`config.mk`:
```
export PLATFORM = sky130hd
export DESIGN_NAME = psg_tone_noise_generator_top_flat
export DESIGN_NICKNAME = d
export VERILOG_FILES = /design/src/rtl/core/psg_pkg.sv /design/src/rtl/core/psg_if.sv /design/src/rtl/core/psg_fifo.sv /design/src/rtl/core/psg_front.sv /design/src/rtl/core/psg_back.sv /design/src/rtl/core/psg_tone_noise_generator_top.sv /design/src/flat_wrapper.sv
export SDC_FILE = /design/constraint.sdc
export NUM_CORES = 1
export LEC_CHECK = 0
export BUFFER_PORTS_ARGS = -buffer_cell sky130_fd_sc_hd__buf_2
export CAP_MARGIN = 15
export CORE_MARGIN = 2
export CORE_UTILIZATION = 60
export DETAILED_ROUTE_END_ITERATION = 16
export GPL_ROUTABILITY_DRIVEN = 0
export PLACE_DENSITY_LB_ADDON = 0.3
export SETUP_SLACK_MARGIN = 0.1
export SYNTH_ARGS = -nofsm -noshare
export SYNTH_HDL_FRONTEND = slang
export SYNTH_HIERARCHICAL = 1
export SYNTH_SLANG_ARGS = --single-unit
```
`constraint.sdc`:
```
create_clock -name i_clk -period 15.8 [get_ports i_clk]
set_input_delay 1.58 -clock i_clk [delete_from_list [all_inputs] [get_ports i_clk]]
set_output_delay 1.58 -clock i_clk [all_outputs]
set_load 0.1 [all_outputs]
```
`src/rtl/core/psg_pkg.sv`:
```
// Shared types, constants and gain table for the tone and noise generator.
package psg_pkg;

    localparam int unsigned BaseW      = 36;
    localparam int unsigned StepW      = 32;
    localparam int unsigned SampleW    = 11;
    localparam int unsigned FifoDepth  = 4;
    localparam logic [BaseW-1:0] BaseReset = 36'd10794924905;
    localparam logic [14:0] LfsrSeed   = 15'h4000;
    localparam logic OpWrite           = 1'b0;
    localparam logic OpGenerate        = 1'b1;

    typedef struct packed {
        logic       op;
        logic [7:0] data;
    } t_cmd;

    // Gain of each attenuation level, 0 dB down to silent.
    function automatic logic [14:0] atten_gain(input logic [3:0] att);
        logic [14:0] g;
        begin
            unique case (att)
                4'd0:  g = 15'd32767;
                4'd1:  g = 15'd26028;
                4'd2:  g = 15'd20675;
                4'd3:  g = 15'd16422;
                4'd4:  g = 15'd13045;
                4'd5:  g = 15'd10362;
                4'd6:  g = 15'd8231;
                4'd7:  g = 15'd6538;
                4'd8:  g = 15'd5197;
                4'd9:  g = 15'd4125;
                4'd10: g = 15'd3277;
                4'd11: g = 15'd2603;
                4'd12: g = 15'd2067;
                4'd13: g = 15'd1642;
                4'd14: g = 15'd1304;
                default: g = 15'd0;
            endcase
            return g;
        end
    endfunction

    // Level of one channel: floor(+-32767 * gain / 32768), in 16 bits signed.
    function automatic logic signed [15:0] weigh(input logic high, input logic [3:0] att);
        logic [29:0] p;
        logic [15:0] q;
        begin
            p = 30'(15'd32767) * 30'(atten_gain(att));
            if (high) begin
                q = {1'b0, p[29:15]};
            end else begin
                q = -({1'b0, p[29:15]} + {15'd0, (p[14:0] != 15'd0)});
            end
            return $signed(q);
        end
    endfunction

endpackage

```
`src/rtl/core/psg_if.sv`:
```
// Valid/ready channel interfaces for commands, samples and the base register.
interface psg_cmd_if;
    logic              valid;
    logic              ready;
    psg_pkg::t_cmd     payload;
    modport source (output valid, output payload, input ready);
    modport sink   (input valid, input payload, output ready);
endinterface

interface psg_sample_if;
    logic                                 valid;
    logic                                 ready;
    logic signed [psg_pkg::SampleW-1:0]   sample;
    modport source (output valid, output sample, input ready);
    modport sink   (input valid, input sample, output ready);
endinterface

interface psg_cfg_if;
    logic                           valid;
    logic                           ready;
    logic [psg_pkg::BaseW-1:0]      data;
    modport source (output valid, output data, input ready);
    modport sink   (input valid, input data, output ready);
endinterface

```
`src/rtl/core/psg_fifo.sv`:
```
// Short command queue between the front and back parts.
module psg_fifo #(
    parameter int unsigned DEPTH = psg_pkg::FifoDepth
) (
    input  logic          i_clk,
    input  logic          i_rst_n,
    input  logic          i_push,
    input  psg_pkg::t_cmd i_cmd,
    output logic          o_full,
    input  logic          i_pop,
    output logic          o_empty,
    output psg_pkg::t_cmd o_cmd
);
    import psg_pkg::*;
    localparam int unsigned AW = (DEPTH > 1) ? $clog2(DEPTH) : 1;

    t_cmd            r_mem [DEPTH];
    logic [AW-1:0]   r_wp, r_rp;
    logic [AW:0]     r_cnt;

    assign o_full  = (r_cnt == (AW+1)'(DEPTH));
    assign o_empty = (r_cnt == '0);
    assign o_cmd   = r_mem[r_rp];

    always_ff @(posedge i_clk) begin
        if (i_push && !o_full) begin
            r_mem[r_wp] <= i_cmd;
        end
    end

    always_ff @(posedge i_clk) begin
        if (!i_rst_n) begin
            r_wp  <= '0;
            r_rp  <= '0;
            r_cnt <= '0;
        end else begin
            if (i_push && !o_full) begin
                r_wp <= (r_wp == AW'(DEPTH-1)) ? '0 : r_wp + 1'b1;
            end
            if (i_pop && !o_empty) begin
                r_rp <= (r_rp == AW'(DEPTH-1)) ? '0 : r_rp + 1'b1;
            end
            r_cnt <= r_cnt + (AW+1)'(i_push && !o_full) - (AW+1)'(i_pop && !o_empty);
        end
    end
endmodule

```
`src/rtl/core/psg_front.sv`:
```
// Front part: takes command words and the base register write.
module psg_front (
    input  logic                       i_clk,
    input  logic                       i_rst_n,
    psg_cmd_if.sink                    cmd,
    psg_cfg_if.sink                    cfg,
    input  logic                       i_full,
    output logic                       o_push,
    output psg_pkg::t_cmd              o_cmd,
    output logic [psg_pkg::BaseW-1:0]  o_base
);
    import psg_pkg::*;

    logic [BaseW-1:0] r_base;

    assign cmd.ready = !i_full;
    assign cfg.ready = 1'b1;
    assign o_push    = cmd.valid && !i_full;
    assign o_cmd     = cmd.payload;
    assign o_base    = r_base;

    always_ff @(posedge i_clk) begin
        if (!i_rst_n) begin
            r_base <= BaseReset;
        end else if (cfg.valid) begin
            r_base <= cfg.data;
        end
    end
endmodule

```
`src/rtl/core/psg_back.sv`:
```
// Back part: register decode, serial step division, sample generation.
module psg_back (
    input  logic                       i_clk,
    input  logic                       i_rst_n,
    input  logic                       i_empty,
    input  psg_pkg::t_cmd              i_cmd,
    output logic                       o_pop,
    input  logic [psg_pkg::BaseW-1:0]  i_base,
    psg_sample_if.source               smp
);
    import psg_pkg::*;

    localparam logic [2:0] StIdle = 3'd0;
    localparam logic [2:0] StDiv  = 3'd1;
    localparam logic [2:0] StNext = 3'd2;
    localparam logic [2:0] StOut  = 3'd3;

    logic [2:0]        r_state;
    logic [9:0]        r_period [3];
    logic [3:0]        r_att [4];
    logic [2:0]        r_latch;
    logic [StepW-1:0]  r_acc [4];
    logic [StepW-1:0]  r_step [4];
    logic              r_nout, r_white;
    logic [14:0]       r_lfsr;
    logic [1:0]        r_rate;
    logic [1:0]        r_ch;
    logic [5:0]        r_bit;
    logic [BaseW-1:0]  r_quo;
    logic [9:0]        r_rem;
    logic signed [SampleW-1:0] r_sample;
    logic              r_ovalid;

    logic [9:0]  w_div;
    logic [10:0] w_trial;
    logic [StepW-1:0] w_sum [4];
    logic        w_wrap, w_fb, w_nnext;
    logic [14:0] w_lfsr_n;
    logic signed [17:0] w_mix, w_clamp;
    logic signed [15:0] w_nw;

    assign smp.valid  = r_ovalid;
    assign smp.sample = r_sample;
    assign o_pop      = (r_state == StIdle) && !i_empty
                        && !(i_cmd.op == OpGenerate && r_ovalid && !smp.ready);

    // One quotient bit per cycle; divisor 1 acts as 2.
    assign w_div   = (r_period[r_ch] == 10'd1) ? 10'd2 : r_period[r_ch];
    assign w_trial = {r_rem, i_base[r_bit]} - {1'b0, w_div};

    always_comb begin
        for (int i = 0; i < 4; i++) begin
            w_sum[i] = r_acc[i] + r_step[i];
        end
        w_wrap   = r_acc[3][StepW-1] ^ w_sum[3][StepW-1];
        w_fb     = r_lfsr[14] ^ r_lfsr[13];
        w_lfsr_n = {r_lfsr[13:0], w_fb};
        w_nnext  = r_nout;
        if (w_wrap) begin
            w_nnext = r_white ? w_lfsr_n[0] : !r_nout;
        end
        w_nw  = weigh(w_nnext, r_att[3]);
        w_mix = 18'(weigh(w_sum[0][StepW-1], r_att[0]))
              + 18'(weigh(w_sum[1][StepW-1], r_att[1]))
              + 18'(weigh(w_sum[2][StepW-1], r_att[2]))
              + 18'(w_nw >>> 2);
        if (w_mix > 18'sd30000) begin
            w_clamp = 18'sd30000;
        end else if (w_mix < -18'sd30000) begin
            w_clamp = -18'sd30000;
        end else begin
            w_clamp = w_mix;
        end
    end

    always_ff @(posedge i_clk) begin
        if (!i_rst_n) begin
            r_state  <= StIdle;
            r_latch  <= '0;
            r_nout   <= 1'b0;
            r_white  <= 1'b0;
            r_lfsr   <= LfsrSeed;
            r_rate   <= '0;
            r_ovalid <= 1'b0;
            r_ch     <= '0;
            r_bit    <= '0;
            for (int i = 0; i < 3; i++) r_period[i] <= '0;
            for (int i = 0; i < 4; i++) begin
                r_att[i]  <= 4'd15;
                r_acc[i]  <= '0;
                r_step[i] <= '0;
            end
        end else begin
            if (o_pop && i_cmd.op == OpGenerate) begin
                r_ovalid <= 1'b1;
            end else if (smp.ready) begin
                r_ovalid <= 1'b0;
            end
            unique case (r_state)
                StIdle: begin
                    if (o_pop) begin
                        if (i_cmd.op == OpGenerate) begin
                            for (int i = 0; i < 4; i++) r_acc[i] <= w_sum[i];
                            if (w_wrap && r_white) r_lfsr <= w_lfsr_n;
                            r_nout   <= w_nnext;
                            r_sample <= SampleW'(w_clamp >>> 5);
                        end else begin
                            if (i_cmd.data[7]) begin
                                r_latch <= i_cmd.data[6:4];
                                if (i_cmd.data[4]) begin
                                    r_att[i_cmd.data[6:5]] <= i_cmd.data[3:0];
                                end else if (i_cmd.data[6:5] == 2'd3) begin
                                    r_white <= i_cmd.data[2];
                                    r_rate  <= i_cmd.data[1:0];
                                    r_lfsr  <= LfsrSeed;
                                    r_nout  <= 1'b0;
                                end else begin
                                    r_period[i_cmd.data[6:5]][3:0] <= i_cmd.data[3:0];
                                end
                            end else if (!r_latch[0] && r_latch[2:1] != 2'd3) begin
                                r_period[r_latch[2:1]][9:4] <= i_cmd.data[5:0];
                            end
                            r_ch    <= '0;
                            r_state <= StNext;
                        end
                    end
                end
                StNext: begin
                    if (r_ch == 2'd3) begin
                        unique case (r_rate)
                            2'd0: r_step[3] <= i_base[BaseW-1:4];
                            2'd1: r_step[3] <= {1'b0, i_base[BaseW-1:5]};
                            2'd2: r_step[3] <= {2'b0, i_base[BaseW-1:6]};
                            default: r_step[3] <= r_step[2];
                        endcase
                        r_state <= StIdle;
                    end else if (r_period[r_ch] == '0) begin
                        r_step[r_ch] <= '0;
                        r_ch <= r_ch + 1'b1;
                    end else begin
                        r_rem   <= '0;
                        r_bit   <= 6'(BaseW-1);
                        r_state <= StDiv;
                    end
                end
                StDiv: begin
                    // Remainder stays below the divisor, so 10 bits hold it.
                    if (!w_trial[10]) begin
                        r_rem <= w_trial[9:0];
                        r_quo <= {r_quo[BaseW-2:0], 1'b1};
                    end else begin
                        r_rem <= {r_rem[8:0], i_base[r_bit]};
                        r_quo <= {r_quo[BaseW-2:0], 1'b0};
                    end
                    if (r_bit == '0) r_state <= StOut;
                    else r_bit <= r_bit - 1'b1;
                end
                StOut: begin
                    r_step[r_ch] <= r_quo[StepW-1:0];
                    r_ch    <= r_ch + 1'b1;
                    r_state <= StNext;
                end
                default: r_state <= StIdle;
            endcase
        end
    end
endmodule

```
`src/rtl/core/psg_tone_noise_generator_top.sv`:
```
// Top level of the three-tone, one-noise sound generator.
// Usage:
// The cmd channel carries words of op and data. op write decodes a command
// byte; op generate advances all phase accumulators and yields one sample
// word on the smp channel. The cfg channel loads the 36-bit phase base,
// which takes effect at the next byte write; it is always ready.
// Words pass a four-entry queue to the back part, so the front keeps taking
// words while the back is busy.
// A generate word is handled while the back part is idle; the sample
// appears the next cycle and is held in an output register until taken.
// A write word is decoded first; then the three tone steps are found by a
// restoring divider, one quotient bit per cycle over 36 bits per channel,
// and last the noise step is set. The back part takes no new word meanwhile.
// A channel with period zero skips its division.
// When the receiver stalls, the next generate waits until the held sample
// is taken; the queue then fills and cmd ready drops.
// Reset clears periods, sets attenuations silent, seeds the noise register
// and loads the default phase base.
module psg_tone_noise_generator_top (
    input logic          i_clk,
    input logic          i_rst_n,
    psg_cmd_if.sink      cmd,
    psg_cfg_if.sink      cfg,
    psg_sample_if.source smp
);
    import psg_pkg::*;

    logic             w_push, w_full, w_pop, w_empty;
    t_cmd             w_in, w_out;
    logic [BaseW-1:0] w_base;

    psg_front u_front (
        .i_clk, .i_rst_n, .cmd, .cfg,
        .i_full(w_full), .o_push(w_push), .o_cmd(w_in), .o_base(w_base)
    );

    psg_fifo #(.DEPTH(FifoDepth)) u_fifo (
        .i_clk, .i_rst_n,
        .i_push(w_push), .i_cmd(w_in), .o_full(w_full),
        .i_pop(w_pop), .o_empty(w_empty), .o_cmd(w_out)
    );

    psg_back u_back (
        .i_clk, .i_rst_n,
        .i_empty(w_empty), .i_cmd(w_out), .o_pop(w_pop),
        .i_base(w_base), .smp
    );
endmodule
```
`src/flat_wrapper.sv`:
```
// flat-port wrapper written by rule: the top's interface ports become plain ports
module psg_tone_noise_generator_top_flat import psg_pkg::*;
  (i_clk, i_rst_n, cmd_valid, cmd_payload, cmd_ready, cfg_valid, cfg_data, cfg_ready, smp_valid, smp_sample, smp_ready);
  psg_cmd_if cmd_i ();
  psg_cfg_if cfg_i ();
  psg_sample_if smp_i ();
  input logic i_clk;
  input logic i_rst_n;
  input wire logic [$bits(cmd_i.valid)-1:0] cmd_valid;
  input wire logic [$bits(cmd_i.payload)-1:0] cmd_payload;
  output wire logic [$bits(cmd_i.ready)-1:0] cmd_ready;
  input wire logic [$bits(cfg_i.valid)-1:0] cfg_valid;
  input wire logic [$bits(cfg_i.data)-1:0] cfg_data;
  output wire logic [$bits(cfg_i.ready)-1:0] cfg_ready;
  output wire logic [$bits(smp_i.valid)-1:0] smp_valid;
  output wire logic [$bits(smp_i.sample)-1:0] smp_sample;
  input wire logic [$bits(smp_i.ready)-1:0] smp_ready;
  assign cmd_i.valid = cmd_valid;
  assign cmd_i.payload = cmd_payload;
  assign cmd_ready = cmd_i.ready;
  assign cfg_i.valid = cfg_valid;
  assign cfg_i.data = cfg_data;
  assign cfg_ready = cfg_i.ready;
  assign smp_valid = smp_i.valid;
  assign smp_sample = smp_i.sample;
  assign smp_i.ready = smp_ready;
  psg_tone_noise_generator_top u_core (.i_clk(i_clk), .i_rst_n(i_rst_n), .cmd(cmd_i), .cfg(cfg_i), .smp(smp_i));
endmodule
```
# After elaboration in Yosys (flattened, before gate mapping)
# Memory sizes are Yosys's and may differ from the RTL's. A register that Yosys moved wholly into a read port is not among the register bits.
# Index checks and enable logic that the tools add are counted.
# classes
n_addsub	22
multipliers	4
n_lt_le_gt_ge	3
n_eq_ne	22
n_mux	126
bitwise_logic	13
n_reduce_logical	45
# ops
op	n
$mux W32	10
$add A32 B32 Y32	4
$mul A15 B15 Y30 const A	4
$mux W16	5
$mux W15	5
$mux W1	70
$add A15 B1 Y16	4
$neg A16 Y16	4
$mux W10	6
$reduce_bool A15 Y1	4
$mux W2	16
$reduce_or A32 Y1	1
$pmux W10 S2	1
$reduce_and A4 Y1	5
$reduce_or A10 Y1	2
$add A17 B16 Y18	1
$add A18 B14 Y18	1
$gt A18 B16 Y1 const B	1
$lt A18 B16 Y1 const B	1
$mux W6	3
$add A16 B16 Y17	1
$ne A2 B2 Y1 const B	8
$mux W3	5
$pmux W3 S4	1
34 further kinds	72
# totals
ff_bits	130
ram_bits	338
mem_bits_ro	960
in_bits	50
word_cells	260
mem_count	9
# memory_table
name	words	word_bits	rd	rd_ports_with_merged_regs	write_ports	line	source
(no name shown)	16	15	1	0	0	psg_pkg.sv:22	unique case (att)
(no name shown)	16	15	1	0	0	psg_pkg.sv:22	
(no name shown)	16	15	1	0	0	psg_pkg.sv:22	
(no name shown)	16	15	1	0	0	psg_pkg.sv:22	
u_core.u_back.r_acc	4	32	4	0	4	psg_back.sv:22	logic [StepW-1:0] r_acc [4];
u_core.u_back.r_step	4	32	4	0	4	psg_back.sv:23	logic [StepW-1:0] r_step [4];
+3 memories	n/a	n/a	n/a	n/a	n/a	n/a	

# Longest topological paths before layout
# logic_depth
word_depth	12
ltp_mapped	57
mapped_depth_nobuf	56

# By module
# The synthesis kept the hierarchy.
# modules_own_cells
mod	n_inst	cells_each	area_per_inst_um2	seq_area_each_um2
psg_back	1	4647	45359.8	11631.2
psg_fifo	1	100	1778.0	1261.2
psg_front	1	129	1427.6	720.7

# Worst setup path before layout
# No wires, ideal clock.
# synth_path
path_type	register to register
start	mem u_core.u_back.r_att[0][3]
end	reg u_core.u_back.r_sample[0] (netlist: u_core/u_back/smp.sample[0]), data pin
arrival_ps	11611
t_required_ps	15546
setup_slack_ps	3935
path_stages_with_launch	49
synth_period_minus_slack_ps	11865
path_cell_list	edfxtp_1 -> clkbuf_1 -> clkbuf_1 -> clkbuf_1 -> nor2_1 -> a21oi_1 -> o21ai_0 -> fa_1 -> inv_1 -> fa_1 -> inv_1 -> fa_1 -> inv_1 -> fa_1 -> inv_1 -> fa_1 -> inv_1 -> fa_1 -> [... 13 more ...] -> o21ai_0 -> a21boi_1 -> o21ai_0 -> a21oi_1 -> o21a_1 -> o41a_1 -> and4_1 -> or4_1 -> fa_1 -> inv_1 -> fa_1 -> ha_1 -> o21ai_0 -> o21bai_1 -> a211oi_1 -> a311o_1 -> a21o_1 -> a21o_1
# synth_rtl
element	line	source
from (decl)	psg_back.sv:20	logic [3:0] r_att [4];
to (signal assigned)	psg_back.sv:106	r_sample <= SampleW'(w_clamp >>> 5);
to (decl)	psg_back.sv:31	logic signed [SampleW-1:0] r_sample;

==> impl_metrics.yaml <==
run_status:
  status: "complete, no violations"
synth:
  synth-edff-count: 400
  yosysWarnings: 6
  synth.distinct_cells: 105
  ys_ff_latch: 480
  synth-main-ff-cell: "edfxtp_1"
  async_flop_share_pct: 0
  yosysSeqAreaShare_pct: 28.0
  syn_area_mm2: 0.0486
  synth.avg_cell_area_um2: 9.96
  syn_inst: 4876
critical_path:
  path_common_cell: "inv_1"
  r2r_slack_ns: 2.41
  arrival_ns: 13.73
  crit_path_max_fanout: 9
  reg2reg_to: "u_core/u_back/smp.sample[4]$_SDFFCE_PN0P_"
  r2r-start: "u_core/u_back/r_att[1][1]$_SDFFCE_PN1P_"
  cp.required_ns: 16.15
  endpoint_kind: "register"
  start_kind: "register"
  slowest_stage: "fa_1"
  critPathKind: "reg -> reg"
  r2r_cells: 52
  critPathMaxStageDelay_ns: 0.73
  startpoint: "u_core/u_back/r_att[1][1]$_SDFFCE_PN1P_"
clocking:
  clockBufferDepth: 3
  cts_inserted_buffers: 49
  post-cts-setup-buffers: 0
  path_clk_slew_ns: 0.07
  h-tree-depth: 2
  cts_tree: "yes"
  clock_latency_ns: 0.65
  holdBufCountCts: 0
  cts_num_sinks: 480
  cts_root_buffer: "clkbuf_16"
  ctsResizeCount: 0
worst_hold_path:
  hp-start: "u_core/u_back/r_quo[2]$_DFFE_PP_"
  holdPathStages: 0
  hold_end: "u_core/u_back/r_quo[3]$_DFFE_PP_"
  hp-class: "reg -> reg"
cells_and_area:
  area_delta_synth_final_pct: 6.07
  nets: 5897
  final_util_pct: 64.2
  drive_gt1_share_pct: 6.75
  stdcell_count: 5995
  nFillCells: 6309
timing:
  worst_pin_slew_ns: 1.07
  whs_ns: 0.423
  rsz0062_at_grt: "no"
  finalCritPeriodShare_pct: 84.7
  slew_violations: 0
  fin_skew_ns: 0.0633
  setup_viol: 0
  post-route-min-period_ns: 13.39
  finalHoldViolations: 0
  max_slew_margin_pct: 28.5
  setup-tns-final_ns: 0
  fmax_mhz: 74.7
detailed_routing:
  drc_errors: 0
  vias: 35100
  drt_first_pass_iters: 6
  wl_per_cell_um: 17.7
  routed_wl_um: 106000
  vias_per_cell: 5.85
  ant_nets: 0
  drtIter0Drc: 2549
die:
  ioPinCount: 64
  core_area_mm2: 0.0803
  rows: 104
  start_util_pct: 60.5
  fp.dieW_um: 289
  dieArea_mm2: 0.0832
  die_h_um: 289
flow_run:
  maxCapViolations: 0
grt:
  grtUsageMet2_pct: 45.6
  grt_usage_pct: 26.0
  met3_usage_pct: 3.28
  antenna_found_initial: 2
  grt_pass1_wl_um: 176000
  grt_pass1_vias: 35300
  use_met1_pct: 33.7
  busiest_layer: "met2"
  overflow: 0
  grt_start_max_net_pins: 67
placement:
  dp.cells: 5903
  place_hpwl_um: 82500
  port_buffers: 62
[layer usage]
metal  vias up  routed length (um)
li1      17000                   -
met1     17000               45100
met2       874               52100
met3       175                5960
met4         0                3140
met5         -                   0
[area by class of cell]
| class | count | area, um^2 | share of cell area [%] |
|---|---|---|---|
| multi-input cells | 3571 | 31800 | 61.7 |
| flip-flops and latches | 480 | 13600 | 26.4 |
| inverters | 705 | 2650 | 5.14 |
| clock buffers | 61 | 1380 | 2.67 |
| well taps | 1060 | 1330 | 2.57 |
| repair buffers | 87 | 498 | 0.967 |
| clock inverters | 30 | 290 | 0.563 |
| diodes | 1 | 2.50 | 0.00486 |
[critical path: cells and delay by family, from the launching register on]
| kind | cells | cell delay (ns) |
|---|---|---|
| buffers and inverters | 9 | 0.83 |
| and+or+nand+nor | 8 | 1.35 |
| AOI/OAI and AO/OA | 18 | 4.23 |
| xor gates and xnor gates | 2 | 0.27 |
| adders and majority gates | 14 | 5.81 |
| muxes | 1 | 0.12 |
| DFF | 1 | 0.50 |
[synthesized netlist by cell type, types with 8 or more instances]
cell       instances  share of area [%]
a21boi_0          19               0.29
ha_1             604                 16
or2_2             25               0.32
a211oi_1          41               0.63
nor4_1            22               0.28
o22ai_1           22               0.28
nand3_1           69               0.71
fa_1             349                 14
o21ai_1           13               0.13
or3_1             21               0.27
o211ai_1          22               0.34
and2_1            68               0.88
a21o_1           102                1.6
o31a_1             8               0.14
o21a_1            54               0.83
nor3_1            84               0.87
mux4_2            61                2.8
and3_1            34               0.44
o21ai_0          166                1.7
a2111oi_0         12               0.22
mux2_2            18               0.42
clkbuf_1          92               0.71
nor3b_1           15               0.23
dfxtp_1           80                3.3
a21oi_1          251                2.6
a31oi_1           27               0.35
edfxtp_1         400                 25
nand4_1           29               0.37
inv_1            705                5.4
xnor2_1          144                2.6
o21bai_1          40               0.62
mux2i_1          111                2.3
o31ai_1           24               0.37
a211o_1           19               0.34
buf_2             11               0.11
nor2_1           425                3.3
a22oi_1           36               0.56
buf_4             11               0.17
or4_1              9               0.14
nor2b_1           63               0.81
nand2b_1          72               0.93
nand2_1          230                1.8
xor2_1           105                1.9
a31o_2            17               0.31
[placed cells by master (no fill, tap or decap), drive strengths merged, types with 24 or more instances in the layout]
cell | Yosys | routed
and3 | 34 | 34
o31ai | 24 | 24
a21o | 102 | 102
xnor2 | 145 | 145
o21a | 54 | 54
inv | 705 | 715
nand4 | 29 | 29
xor2 | 105 | 105
or2 | 28 | 28
dfxtp | 80 | 80
nand2 | 230 | 230
nand2b | 72 | 72
ha | 604 | 604
o21bai | 40 | 40
fa | 349 | 349
nor2b | 63 | 63
mux2i | 111 | 111
nor3 | 85 | 85
nor2 | 427 | 427
a22oi | 36 | 36
o21ai | 180 | 180
edfxtp | 400 | 400
o211ai | 24 | 24
a21oi | 254 | 254
a31oi | 27 | 27
a21boi | 24 | 24
mux4 | 61 | 61
and2 | 69 | 69
buf | 36 | 87
a211oi | 45 | 45
nand3 | 69 | 69
clkbuf | 93 | 61
[worst max-delay path by stage]
stage / endpoint / slack, ns / cells after the start
floorplan: u_core/u_back/smp.sample[0]$_SDFFCE_PN1P_ / 3.93 / 48
CTS: u_core/u_back/smp.sample[4]$_SDFFCE_PN0P_ / 2.50 / 52
global placement: u_core/u_back/smp.sample[4]$_SDFFCE_PN0P_ / 2.90 / 43
detailed placement: u_core/u_back/smp.sample[4]$_SDFFCE_PN0P_ / 2.55 / 52
global route: u_core/u_back/smp.sample[4]$_SDFFCE_PN0P_ / 1.50 / 52
finish: u_core/u_back/smp.sample[4]$_SDFFCE_PN0P_ / 2.41 / 52
[sequential cells by signal, summed over array words and instances (netlist names), named ones only]
signal                    count
u_core/u_back/r_att          16
u_core/u_back/r_quo          32
u_core/u_back/r_latch         3
u_core/u_back/r_state         2
u_core/u_back/r_nout          1
u_core/u_back/r_acc         127
u_core/u_fifo/r_mem          36
u_core/u_back/r_lfsr         15
u_core/u_back/r_white         1
u_core/u_back/r_period       40
u_core/u_back/r_rem          10
u_core/u_back/r_bit           6
u_core/u_back/smp.valid       1
u_core/u_fifo/r_wp            2
u_core/u_fifo/r_rp            2
u_core/u_back/r_step        128
u_core/u_front/o_base        36
u_core/u_back/r_ch            2
u_core/u_fifo/r_cnt           3
u_core/u_back/smp.sample     11
u_core/u_back/r_rate          2
[kinds of logic (layout without fill, tap and decap cells)]
| kind of cell | count (synthesis) | count (layout) | synth area share (%) |
|---|---|---|---|
| buf+inv | 834 | 883 | 6.72 |
| compound gates | 960 | 960 | 13.1 |
| mux | 192 | 192 | 5.58 |
| xor+xnor | 250 | 250 | 4.52 |
| simple gates | 1205 | 1205 | 12.0 |
| other cells | 2 | 12 | 0.0155 |
| flops | 480 | 480 | 28.0 |
| fa+ha+maj | 953 | 953 | 29.9 |
[through the flow]
step | setup slack, ns | instance area [um^2]
after floorplan | 3.93 | 48600
after global placement | 2.90 | 49800
after detailed placement | 2.55 | 49800
after CTS | 2.50 | 51500
after global routing | 1.50 | 51500
final | 2.41 | 51500
Power is not shown: default switching activity piles up to over one toggle a cycle in this logic, so the estimate is an artifact.
